==> config.mk <==
export PLATFORM = sky130hd
export DESIGN_NAME = stack_machine_word_executor
export DESIGN_NICKNAME = d
export VERILOG_FILES = /design/src/rtl/smwe_pkg.sv /design/src/rtl/smwe_div.sv /design/src/rtl/smwe_dpath.sv /design/src/rtl/smwe_ctrl.sv /design/src/rtl/stack_machine_word_executor.sv
export VERILOG_INCLUDE_DIRS = /design/src /design/src/rtl
export SDC_FILE = /design/constraint.sdc
export NUM_CORES = 2
export LEC_CHECK = 0
export ABC_CLOCK_PERIOD_IN_PS = 8550
export BUFFER_PORTS_ARGS = -buffer_cell sky130_fd_sc_hd__buf_4
export CORE_MARGIN = 5
export CORE_UTILIZATION = 30
export CTS_CLUSTER_DIAMETER = 40
export DETAILED_ROUTE_END_ITERATION = 12
export HOLD_SLACK_MARGIN = 0.1
export PLACE_DENSITY = 0.5
export SETUP_SLACK_MARGIN = 0.02
export SLEW_MARGIN = 15
export SYNTH_ARGS = -nofsm -noshare
export SYNTH_HDL_FRONTEND = slang
export SYNTH_SLANG_ARGS = --single-unit
==> constraint.sdc <==
create_clock -name i_clk -period 8.55 [get_ports i_clk]
set_input_delay 0.855 -clock i_clk [delete_from_list [all_inputs] [get_ports i_clk]]
set_output_delay 0.855 -clock i_clk [all_outputs]
set_load 0.05 [all_outputs]
==> src/rtl/stack_machine_word_executor_assert.svh <==
// ----------------------------------------------------------------------------
// stack machine word executor assertion macros
// shared concurrent assertion forms, clocked and disabled during reset
// ----------------------------------------------------------------------------
`ifndef STACK_MACHINE_WORD_EXECUTOR_ASSERT_SVH
`define STACK_MACHINE_WORD_EXECUTOR_ASSERT_SVH

// same-cycle implication
`define SMWE_ASSERT_IMPLY(label, clk, rst_n, ante, cons) \
    label: assert property (@(posedge clk) disable iff (!rst_n) (ante) |-> (cons)) \
        else $error("smwe assertion failed");

// next-cycle implication
`define SMWE_ASSERT_NEXT(label, clk, rst_n, ante, cons) \
    label: assert property (@(posedge clk) disable iff (!rst_n) (ante) |=> (cons)) \
        else $error("smwe assertion failed");

`endif

==> src/rtl/smwe_pkg.sv <==
// ----------------------------------------------------------------------------
// smwe_pkg
// types, codes and decode helpers for the stack machine word executor
// ----------------------------------------------------------------------------
package smwe_pkg;

    localparam int STK_CELLS   = 64;
    localparam int CELL_BITS   = 32;
    localparam int FIELD_BITS  = 32;
    localparam int SP_W        = $clog2(STK_CELLS + 1);
    localparam int ADDR_W      = $clog2(STK_CELLS);
    localparam int FUNC_W      = 5;
    localparam int DIV_CNT_W   = $clog2(CELL_BITS);

    localparam int CHAR_CR    = 10;
    localparam int CHAR_SPACE = 32;

    typedef logic [CELL_BITS-1:0] t_cell;
    typedef logic [SP_W-1:0]      t_sp;

    typedef enum logic [FUNC_W-1:0] {
        F_PUSH   = 5'd0,
        F_ADD    = 5'd1,
        F_SUB    = 5'd2,
        F_MUL    = 5'd3,
        F_DIV    = 5'd4,
        F_MOD    = 5'd5,
        F_NEGATE = 5'd6,
        F_DUP    = 5'd7,
        F_DROP   = 5'd8,
        F_SWAP   = 5'd9,
        F_OVER   = 5'd10,
        F_ROT    = 5'd11,
        F_DOT    = 5'd12,
        F_EMIT   = 5'd13,
        F_CR     = 5'd14,
        F_SPACE  = 5'd15,
        F_EQ     = 5'd16,
        F_LT     = 5'd17,
        F_GT     = 5'd18,
        F_AND    = 5'd19,
        F_OR     = 5'd20,
        F_NOT    = 5'd21
    } t_func;

    typedef enum logic [1:0] {
        ST_OK    = 2'd0,
        ST_UNDER = 2'd1,
        ST_DIVZ  = 2'd2,
        ST_OVER  = 2'd3
    } t_status;

    typedef enum logic [1:0] {
        K_NONE = 2'd0,
        K_NUM  = 2'd1,
        K_CHAR = 2'd2
    } t_kind;

    typedef enum logic [3:0] {
        S_IDLE,
        S_RD_ADDR,
        S_RD_DATA,
        S_EXEC,
        S_DIV,
        S_WR,
        S_TOP_ADDR,
        S_TOP_DATA,
        S_DONE
    } t_state;

    typedef struct packed {
        logic       accept;
        logic       rd_issue;
        logic       rd_latch;
        logic       exec;
        logic       wr;
        logic       top_issue;
        logic       top_latch;
        logic       load_out;
        logic [1:0] idx;
    } t_cmd;

    typedef struct packed {
        logic [1:0] n_rd;
        logic [1:0] n_wr;
        logic       div_run;
        logic       div_done;
    } t_sts;

    typedef struct packed {
        logic [1:0] n_rd;
        t_status    err;
        t_sp        err_sp;
    } t_dec;

    // operand count and early underflow / overflow check
    function automatic t_dec decode(input t_func func, input t_sp sp);
        t_dec d;
        logic full;
        full     = (sp >= SP_W'(STK_CELLS));
        d.n_rd   = 2'd0;
        d.err    = ST_OK;
        d.err_sp = sp;
        unique case (func)
            F_ADD, F_SUB, F_MUL, F_DIV, F_MOD, F_EQ, F_LT, F_GT, F_AND, F_OR: begin
                if (sp < SP_W'(2)) begin
                    d.err    = ST_UNDER;
                    d.err_sp = '0;
                end else begin
                    d.n_rd = 2'd2;
                end
            end
            F_NEGATE, F_NOT, F_DOT, F_EMIT: begin
                if (sp == '0) d.err = ST_UNDER;
                else          d.n_rd = 2'd1;
            end
            F_DUP: begin
                if (sp == '0)  d.err = ST_UNDER;
                else if (full) d.err = ST_OVER;
                else           d.n_rd = 2'd1;
            end
            F_DROP: begin
                if (sp == '0) d.err = ST_UNDER;
            end
            F_SWAP: begin
                if (sp < SP_W'(2)) d.err = ST_UNDER;
                else               d.n_rd = 2'd2;
            end
            F_OVER: begin
                if (sp < SP_W'(2)) d.err = ST_UNDER;
                else if (full)     d.err = ST_OVER;
                else               d.n_rd = 2'd2;
            end
            F_ROT: begin
                if (sp < SP_W'(3)) d.err = ST_UNDER;
                else               d.n_rd = 2'd3;
            end
            F_PUSH: begin
                if (full) d.err = ST_OVER;
            end
            default: begin
                d.n_rd = 2'd0;
            end
        endcase
        return d;
    endfunction

endpackage

==> src/rtl/smwe_div.sv <==
// ----------------------------------------------------------------------------
// smwe_div
// restoring signed divider, one quotient bit per cycle, truncating
// ----------------------------------------------------------------------------
module smwe_div (
    input  logic             i_clk,
    input  logic             i_rst_n,
    input  logic             i_start,
    input  smwe_pkg::t_cell  i_dividend,
    input  smwe_pkg::t_cell  i_divisor,
    output logic             o_done,
    output smwe_pkg::t_cell  o_quotient,
    output smwe_pkg::t_cell  o_remainder
);
    import smwe_pkg::*;

    t_cell                r_rem;
    t_cell                r_quo;
    t_cell                r_den;
    logic [DIV_CNT_W-1:0] r_cnt;
    logic                 r_busy;
    logic                 r_done;
    logic                 r_neg_q;
    logic                 r_neg_r;
    logic [CELL_BITS:0]   shifted;
    logic [CELL_BITS:0]   diff;

    assign shifted = {r_rem, r_quo[CELL_BITS-1]};
    assign diff    = shifted - {1'b0, r_den};

    always_ff @(posedge i_clk) begin
        if (!i_rst_n) begin
            r_busy <= 1'b0;
            r_done <= 1'b0;
        end else begin
            r_done <= 1'b0;
            if (i_start) begin
                r_busy <= 1'b1;
            end else if (r_busy && r_cnt == '0) begin
                r_busy <= 1'b0;
                r_done <= 1'b1;
            end
        end
    end

    always_ff @(posedge i_clk) begin
        if (i_start) begin
            r_quo   <= i_dividend[CELL_BITS-1] ? -i_dividend : i_dividend;
            r_den   <= i_divisor[CELL_BITS-1] ? -i_divisor : i_divisor;
            r_rem   <= '0;
            r_cnt   <= DIV_CNT_W'(CELL_BITS - 1);
            r_neg_q <= i_dividend[CELL_BITS-1] ^ i_divisor[CELL_BITS-1];
            r_neg_r <= i_dividend[CELL_BITS-1];
        end else if (r_busy) begin
            if (!diff[CELL_BITS]) begin
                r_rem <= diff[CELL_BITS-1:0];
                r_quo <= {r_quo[CELL_BITS-2:0], 1'b1};
            end else begin
                r_rem <= shifted[CELL_BITS-1:0];
                r_quo <= {r_quo[CELL_BITS-2:0], 1'b0};
            end
            r_cnt <= r_cnt - DIV_CNT_W'(1);
        end
    end

    assign o_done      = r_done;
    assign o_quotient  = r_neg_q ? -r_quo : r_quo;
    assign o_remainder = r_neg_r ? -r_rem : r_rem;

endmodule

==> src/rtl/smwe_dpath.sv <==
// ----------------------------------------------------------------------------
// smwe_dpath
// stack memory, stack pointer, operand registers, alu and result registers
// ----------------------------------------------------------------------------
module smwe_dpath (
    input  logic                           i_clk,
    input  logic                           i_rst_n,
    input  smwe_pkg::t_cmd                 i_cmd,
    output smwe_pkg::t_sts                 o_sts,
    input  logic [smwe_pkg::FUNC_W-1:0]    i_func,
    input  logic signed [smwe_pkg::FIELD_BITS-1:0] i_literal,
    output logic [1:0]                     o_status,
    output logic [1:0]                     o_out_kind,
    output logic signed [smwe_pkg::FIELD_BITS-1:0] o_out_value,
    output logic [smwe_pkg::SP_W-1:0]      o_depth,
    output logic signed [smwe_pkg::FIELD_BITS-1:0] o_top_value
);
    import smwe_pkg::*;

    t_cell             mem [STK_CELLS];
    t_cell             r_rd_data;
    t_func             r_func;
    t_cell             r_lit;
    t_sp               r_sp;
    t_cell             r_op [3];
    t_cell             r_res;
    t_status           r_status;
    t_kind             r_kind;
    t_cell             r_value;
    t_sp               r_new_sp;
    t_sp               r_wbase;
    logic [1:0]        r_nwr;
    t_cell             r_top;

    logic [1:0]        r_o_status;
    logic [1:0]        r_o_kind;
    t_cell             r_o_value;
    t_sp               r_o_depth;
    t_cell             r_o_top;

    t_dec              dec;
    t_cell             a;
    t_cell             b;
    logic              is_div;
    logic              div_run;
    t_cell             n_res;
    t_status           n_status;
    t_kind             n_kind;
    t_cell             n_value;
    t_sp               n_new_sp;
    t_sp               n_wbase;
    logic [1:0]        n_nwr;
    logic [ADDR_W-1:0] rd_addr;
    logic [ADDR_W-1:0] wr_addr;
    t_cell             wr_data;
    logic              div_done;
    t_cell             div_q;
    t_cell             div_r;

    assign dec    = decode(r_func, r_sp);
    assign b      = r_op[0];
    assign a      = (r_func == F_NEGATE || r_func == F_NOT || r_func == F_DOT ||
                     r_func == F_EMIT) ? r_op[0] : r_op[1];
    assign is_div = (r_func == F_DIV) || (r_func == F_MOD);
    assign div_run = is_div && (dec.err == ST_OK) && (b != '0);

    // result of the primitive once its operands are in
    always_comb begin
        n_res    = '0;
        n_status = dec.err;
        n_kind   = K_NONE;
        n_value  = '0;
        n_new_sp = dec.err_sp;
        n_wbase  = r_sp;
        n_nwr    = 2'd0;
        if (dec.err == ST_OK) begin
            unique case (r_func)
                F_ADD, F_SUB, F_MUL, F_EQ, F_LT, F_GT, F_AND, F_OR, F_DIV, F_MOD: begin
                    n_new_sp = r_sp - SP_W'(1);
                    n_wbase  = r_sp - SP_W'(2);
                    n_nwr    = 2'd1;
                    unique case (r_func)
                        F_ADD:   n_res = a + b;
                        F_SUB:   n_res = a - b;
                        F_MUL:   n_res = CELL_BITS'(a * b);
                        F_EQ:    n_res = (a == b) ? '1 : '0;
                        F_LT:    n_res = ($signed(a) < $signed(b)) ? '1 : '0;
                        F_GT:    n_res = ($signed(b) < $signed(a)) ? '1 : '0;
                        F_AND:   n_res = a & b;
                        F_OR:    n_res = a | b;
                        default: n_res = '0;
                    endcase
                    if (is_div && b == '0) begin
                        n_status = ST_DIVZ;
                        n_new_sp = r_sp - SP_W'(2);
                        n_nwr    = 2'd0;
                    end
                end
                F_NEGATE, F_NOT: begin
                    n_res    = (r_func == F_NEGATE) ? -a : ~a;
                    n_new_sp = r_sp;
                    n_wbase  = r_sp - SP_W'(1);
                    n_nwr    = 2'd1;
                end
                F_DOT: begin
                    n_kind   = K_NUM;
                    n_value  = a;
                    n_new_sp = r_sp - SP_W'(1);
                end
                F_EMIT: begin
                    n_kind   = K_CHAR;
                    n_value  = CELL_BITS'(a[7:0]);
                    n_new_sp = r_sp - SP_W'(1);
                end
                F_CR: begin
                    n_kind  = K_CHAR;
                    n_value = CELL_BITS'(CHAR_CR);
                end
                F_SPACE: begin
                    n_kind  = K_CHAR;
                    n_value = CELL_BITS'(CHAR_SPACE);
                end
                F_PUSH, F_DUP, F_OVER: begin
                    n_new_sp = r_sp + SP_W'(1);
                    n_nwr    = 2'd1;
                end
                F_DROP: begin
                    n_new_sp = r_sp - SP_W'(1);
                end
                F_SWAP: begin
                    n_wbase = r_sp - SP_W'(2);
                    n_nwr   = 2'd2;
                end
                F_ROT: begin
                    n_wbase = r_sp - SP_W'(3);
                    n_nwr   = 2'd3;
                end
                default: begin
                    n_nwr = 2'd0;
                end
            endcase
        end
    end

    // cell written at slot idx of the write-back sweep
    always_comb begin
        case (r_func)
            F_PUSH:  wr_data = r_lit;
            F_DUP:   wr_data = r_op[0];
            F_OVER:  wr_data = r_op[1];
            F_SWAP:  wr_data = (i_cmd.idx == 2'd0) ? r_op[0] : r_op[1];
            F_ROT: begin
                case (i_cmd.idx)
                    2'd0:    wr_data = r_op[1];
                    2'd1:    wr_data = r_op[0];
                    default: wr_data = r_op[2];
                endcase
            end
            default: wr_data = r_res;
        endcase
    end

    assign wr_addr = ADDR_W'(r_wbase + SP_W'(i_cmd.idx));
    assign rd_addr = i_cmd.top_issue ? ADDR_W'(r_new_sp - SP_W'(1))
                                     : ADDR_W'(r_sp - SP_W'(1) - SP_W'(i_cmd.idx));

    always_ff @(posedge i_clk) begin
        if (i_cmd.wr) mem[wr_addr] <= wr_data;
        if (i_cmd.rd_issue || i_cmd.top_issue) r_rd_data <= mem[rd_addr];
    end

    always_ff @(posedge i_clk) begin
        if (!i_rst_n) begin
            r_sp <= '0;
        end else if (i_cmd.top_issue) begin
            r_sp <= r_new_sp;
        end
    end

    always_ff @(posedge i_clk) begin
        if (i_cmd.accept) begin
            r_func <= t_func'(i_func);
            r_lit  <= CELL_BITS'(i_literal);
        end
        if (i_cmd.rd_latch) r_op[i_cmd.idx] <= r_rd_data;
        if (i_cmd.exec) begin
            r_res    <= n_res;
            r_status <= n_status;
            r_kind   <= n_kind;
            r_value  <= n_value;
            r_new_sp <= n_new_sp;
            r_wbase  <= n_wbase;
            r_nwr    <= n_nwr;
        end else if (div_done) begin
            r_res <= (r_func == F_MOD) ? div_r : div_q;
        end
        if (i_cmd.top_latch) r_top <= (r_sp == '0) ? '0 : r_rd_data;
        if (i_cmd.load_out) begin
            r_o_status <= r_status;
            r_o_kind   <= r_kind;
            r_o_value  <= r_value;
            r_o_depth  <= r_sp;
            r_o_top    <= r_top;
        end
    end

    smwe_div u_div (
        .i_clk       (i_clk),
        .i_rst_n     (i_rst_n),
        .i_start     (i_cmd.exec && div_run),
        .i_dividend  (a),
        .i_divisor   (b),
        .o_done      (div_done),
        .o_quotient  (div_q),
        .o_remainder (div_r)
    );

    assign o_sts.n_rd     = dec.n_rd;
    assign o_sts.n_wr     = r_nwr;
    assign o_sts.div_run  = div_run;
    assign o_sts.div_done = div_done;

    assign o_status    = r_o_status;
    assign o_out_kind  = r_o_kind;
    assign o_out_value = FIELD_BITS'(signed'(r_o_value));
    assign o_depth     = r_o_depth;
    assign o_top_value = FIELD_BITS'(signed'(r_o_top));

endmodule

==> src/rtl/smwe_ctrl.sv <==
// ----------------------------------------------------------------------------
// smwe_ctrl
// sequencer: operand reads, execute, divide wait, write-back, top refresh
// ----------------------------------------------------------------------------
`include "stack_machine_word_executor_assert.svh"

module smwe_ctrl (
    input  logic           i_clk,
    input  logic           i_rst_n,
    input  logic           i_valid,
    output logic           o_stall,
    output logic           o_valid,
    input  logic           i_stall,
    output smwe_pkg::t_cmd o_cmd,
    input  smwe_pkg::t_sts i_sts
);
    import smwe_pkg::*;

    t_state     r_state;
    t_state     n_state;
    logic [1:0] r_k;
    logic [1:0] n_k;
    logic       r_o_valid;
    logic       out_free;

    assign out_free = !r_o_valid || !i_stall;

    always_comb begin
        n_state = r_state;
        n_k     = r_k;
        unique case (r_state)
            S_IDLE: begin
                if (i_valid) begin
                    n_state = S_RD_ADDR;
                    n_k     = 2'd0;
                end
            end
            S_RD_ADDR: begin
                if (r_k == i_sts.n_rd) n_state = S_EXEC;
                else                   n_state = S_RD_DATA;
            end
            S_RD_DATA: begin
                n_state = S_RD_ADDR;
                n_k     = r_k + 2'd1;
            end
            S_EXEC: begin
                n_state = i_sts.div_run ? S_DIV : S_WR;
                n_k     = 2'd0;
            end
            S_DIV: begin
                if (i_sts.div_done) n_state = S_WR;
            end
            S_WR: begin
                if (r_k == i_sts.n_wr) n_state = S_TOP_ADDR;
                else                   n_k     = r_k + 2'd1;
            end
            S_TOP_ADDR: n_state = S_TOP_DATA;
            S_TOP_DATA: n_state = S_DONE;
            S_DONE: begin
                if (out_free) n_state = S_IDLE;
            end
            default: n_state = S_IDLE;
        endcase
    end

    always_comb begin
        o_cmd     = '0;
        o_cmd.idx = r_k;
        unique case (r_state)
            S_IDLE:     o_cmd.accept    = i_valid;
            S_RD_ADDR:  o_cmd.rd_issue  = (r_k != i_sts.n_rd);
            S_RD_DATA:  o_cmd.rd_latch  = 1'b1;
            S_EXEC:     o_cmd.exec      = 1'b1;
            S_WR:       o_cmd.wr        = (r_k != i_sts.n_wr);
            S_TOP_ADDR: o_cmd.top_issue = 1'b1;
            S_TOP_DATA: o_cmd.top_latch = 1'b1;
            S_DONE:     o_cmd.load_out  = out_free;
            default:    o_cmd.idx       = r_k;
        endcase
    end

    always_ff @(posedge i_clk) begin
        if (!i_rst_n) begin
            r_state   <= S_IDLE;
            r_k       <= '0;
            r_o_valid <= 1'b0;
        end else begin
            r_state <= n_state;
            r_k     <= n_k;
            if (o_cmd.load_out)  r_o_valid <= 1'b1;
            else if (!i_stall)   r_o_valid <= 1'b0;
        end
    end

    assign o_stall = (r_state != S_IDLE);
    assign o_valid = r_o_valid;

    `SMWE_ASSERT_NEXT(a_accept_starts, i_clk, i_rst_n, r_state == S_IDLE && i_valid, r_state == S_RD_ADDR)
    `SMWE_ASSERT_IMPLY(a_div_done_waited, i_clk, i_rst_n, i_sts.div_done, r_state == S_DIV)
    `SMWE_ASSERT_IMPLY(a_result_from_done, i_clk, i_rst_n, $rose(r_o_valid), $past(r_state) == S_DONE)

endmodule

==> src/rtl/stack_machine_word_executor.sv <==
// ----------------------------------------------------------------------------
// stack_machine_word_executor
// forth data stack executor: one primitive per transaction on a 64-cell stack
// ----------------------------------------------------------------------------
// input channel: i_valid / o_stall carry i_func and i_literal; a transaction
//   is taken when i_valid is high and o_stall is low
// output channel: o_valid / i_stall carry status, printed output, depth and
//   the new top of stack, one result per input transaction
// sequence: operand reads, execute, write-back, top of stack read, result
//   load; div and mod with a nonzero divisor wait on the bit-serial divider
// throughput: one transaction in flight; ops read at most 3 cells and write
//   at most 3 through the single-read, single-write stack memory
// the result sits in an output register, so a stalled receiver only holds
//   the block once the next result is ready to load
// reset (synchronous, active low) empties the stack and drops any pending
//   result; stack memory contents are not cleared
// ----------------------------------------------------------------------------
module stack_machine_word_executor (
    input  logic                                  i_clk,
    input  logic                                  i_rst_n,
    input  logic                                  i_valid,
    output logic                                  o_stall,
    input  logic [smwe_pkg::FUNC_W-1:0]           i_func,
    input  logic signed [smwe_pkg::FIELD_BITS-1:0] i_literal,
    output logic                                  o_valid,
    input  logic                                  i_stall,
    output logic [1:0]                            o_status,
    output logic [1:0]                            o_out_kind,
    output logic signed [smwe_pkg::FIELD_BITS-1:0] o_out_value,
    output logic [smwe_pkg::SP_W-1:0]             o_depth,
    output logic signed [smwe_pkg::FIELD_BITS-1:0] o_top_value
);
    import smwe_pkg::*;

    // command and status between sequencer and datapath
    t_cmd cmd;
    t_sts sts;

    // sequencer owns both handshakes
    smwe_ctrl u_ctrl (
        .i_clk   (i_clk),
        .i_rst_n (i_rst_n),
        .i_valid (i_valid),
        .o_stall (o_stall),
        .o_valid (o_valid),
        .i_stall (i_stall),
        .o_cmd   (cmd),
        .i_sts   (sts)
    );

    // datapath holds the stack, the alu, the divider and the result register
    smwe_dpath u_dpath (
        .i_clk       (i_clk),
        .i_rst_n     (i_rst_n),
        .i_cmd       (cmd),
        .o_sts       (sts),
        .i_func      (i_func),
        .i_literal   (i_literal),
        .o_status    (o_status),
        .o_out_kind  (o_out_kind),
        .o_out_value (o_out_value),
        .o_depth     (o_depth),
        .o_top_value (o_top_value)
    );

endmodule
==> results.toml <==
[routing]
drt_iter0_drc = 6908
viasPerCell = 5.20
vias = 76700
wl_per_cell_um = 28.2
routed_wl_mm = 416
drcViolationCount = 0
first_pass_iters = 9
ant_nets = 0

[synth]
ys_async_sr_fraction_pct = 0
synth_warnings = 0
synth.net_count = 9107
ys.flop_type = "edfxtp_1"
synth_cell_types = 87
yosysSeqAreaShare_pct = 61.2
syn_inst = 8350
syn_area_per_cell_um2 = 14.7
mappedNetlistArea_um2 = 123000
synth_edf_count = 2469
ys_seq_elements = 2522

[die]
rows = 235
io_pins = 118
die_w_um = 650
core_um2 = 409000
die_area_um2 = 423000
start_util_pct = 30.1
die_y_um = 650

[clocking]
cts_buffers = 367
cts_tree = "built"
numClockSinks = 2522
clockBufferDepth = 4
root_buffer = "clkbuf_16"
clock_latency_ns = 1.03
htree_levels = 5
clk_pin_slew_ns = 0.05

[critical_path]
critPathSlowestCell = "fa_1"
crit_required_ns = 9.22
cp-start-kind = "register"
critical_path.startpoint = "u_dpath.r_func[0]"
path_class = "reg2reg"
arrival_ns = 9.80
r2r_start = "u_dpath.r_func[0]"
path_common_cell = "fa_1"
r2r_setup_slack_ns = -0.58
worstPathMaxFanout = 7
endpoint_kind = "register"
max_stage_delay_ns = 0.57

[timing]
relSlewSlack_pct = 19.2
slew_viol_final = 0
period_share_pct = 107
rsz0062_at_grt = "true"
worst_slack_ns = -0.584
fin_skew_ns = 0.168
post-route-min-period_ns = 9.13
hold_slack_ns = 0.267
hold_violations = 0
tightest_slew_ns = 1.21
fmax_mhz = 109
setup_viol = 17

[pwr]
intPower_mw = 35.1
powerDensity_nw_per_um2 = 376
power.share.combinational_pct = 47.6
power_leakage_nw = 52.4
power_frac_seq_pct = 24.9
p_sw_share_pct = 37.3
p_sw_mw = 20.9
p_clk_share_pct = 27.5
power_mw = 56.0
ir_worst_vdd_mv = 1.51

[min_path]
min_from = "i_stall"
hold_class = "in2reg"

[layout]
multi_input_area_um2 = 45900
register_area_um2 = 75200
nets = 9727
final_common_cell = "edfxtp_1"
drive_above_1_share_pct = 23.1
syn2layout_area_growth_pct = 21.1
fill_cells = 38700
final_cell_mix = "edfxtp_1, nand2_1, buf_4"

[placed_design]
globalplace.congestion = 0.924
place_hpwl_mm = 279
preCtsSetupSlack_ns = -1.72
io_buffer_count = 117

[global_route]
antenna_found_initial = 11
grt_pass1_wl_mm = 594
grt_max_degree = 105
grt_pass1_vias = 79400
grt_overflow_total = 0
grt_usage_pct = 19.2

[flow_run]
maxCapViolations = 0

[outcome]
status = "finished with violations"
violations = "negative setup slack"
## kinds of logic (layout without fill, tap and decap cells)
group | count (synthesis) | count (layout) | share of synthesized area [%]
flops | 2522 | 2522 | 61.2
simple gates | 1952 | 1952 | 6.98
compound gates | 1295 | 1295 | 7.04
buf+inv | 1028 | 1954 | 3.17
fa+ha+maj | 716 | 716 | 9.81
mux | 566 | 566 | 9.84
xor+xnor | 271 | 271 | 2.00
other cells | 0 | 14 | 0
## registers in the layout, summed over array words and instances, names as in the netlist, 32 cells and up
signal / flops
u_dpath.u_div.r_den: 32
u_dpath.r_res: 32
u_dpath.r_lit: 32
u_dpath.r_op: 96
u_dpath.mem: 2048
u_dpath.o_out_value: 32
u_dpath.r_value: 32
u_dpath.r_rd_data: 32
u_dpath.u_div.r_quo: 32
u_dpath.u_div.r_rem: 32
u_dpath.o_top_value: 32
u_dpath.r_top: 32
## metrics by stage
stage | instances | instance area (um2) | TNS [ns] | utilization [%]
after detailed placement | 14000 | 135000 | -14.17 | 32.9
final | 14700 | 149000 | -4.03 | 36.4
after global routing | 14700 | 149000 | -8.81 | 36.4
after global placement | 14000 | 135000 | -12.99 | 32.9
after floorplan | 8350 | 123000 | -0.245 | -
after CTS | 14700 | 149000 | -3.77 | 36.3
## synthesized netlist by cell type, types with 117 or more instances
cell | instances | share of area [%]
nand2_1 | 753 | 2.3
a211oi_1 | 200 | 1.2
ha_1 | 303 | 3.1
a31oi_1 | 117 | 0.60
a21oi_1 | 278 | 1.1
nor2_1 | 671 | 2.0
and2_1 | 142 | 0.72
edfxtp_1 | 2469 | 60
fa_1 | 413 | 6.7
xnor2_1 | 194 | 1.4
mux4_2 | 512 | 9.4
inv_1 | 511 | 1.6
clkbuf_1 | 392 | 1.2
o21ai_0 | 217 | 0.88
## critical path: cells and delay by family, from the launching register on
| family | cells | cell delay, ns |
|---|---|---|
| DFF | 1 | 0.39 |
| AOI/OAI and AO/OA | 10 | 2.43 |
| adders and majority gates | 9 | 4.26 |
| buffers and inverters | 7 | 0.74 |
| xor gates and xnor gates | 1 | 0.20 |
| and+or+nand+nor | 5 | 0.83 |
## metal layers
metal  track usage [%]  vias to the layer above  part of all wire, %
met1              24.8                    40600                   41
met5                 0                        -               0.0065
li1                  -                    32700                    -
met4              7.31                        4                  4.6
met2              32.8                     2685                   49
met3              2.55                      690                  5.4
## repair_timing
action / 4_1_cts / 5_1_grt
pin swaps: 79 / 35
setup endpoints to repair: 19 / 21
buffers inserted: 21 / 8
gates resized for setup: 153 / 70
hold buffers: 37 / 0
endpoints found under the hold margin: 37 / 0
## worst paths after layout
path / to / depth (start not counted)
setup reg to reg: u_dpath.r_res[31] / 32
hold reg to reg: u_dpath.o_out_value[22] / 0
setup / recovery: u_dpath.r_res[31] / 32
hold / removal: u_ctrl.o_valid / 3
## final cells by class
cell class	count	share of cell area, %
flip-flops and latches	2522	50.5
multi-input cells	4800	30.8
clock buffers	406	6.26
well taps	5451	4.58
repair buffers	738	4.15
clock inverters	269	2.25
inverters	541	1.39
diodes	14	0.0235
## power by group through the flow
stage / combinational (mW) / sequential [mW] / clock, mW
finish: 26.7 / 13.9 / 15.4
global placement: 22.1 / 14.2 / 0
CTS: 25.3 / 13.9 / 15.7
detailed placement: 22.4 / 14.2 / 0
global route: 28.6 / 13.9 / 16.3
floorplan: 11.2 / 14.2 / 0
No activity file was read; power rests on OpenSTA's default activity.
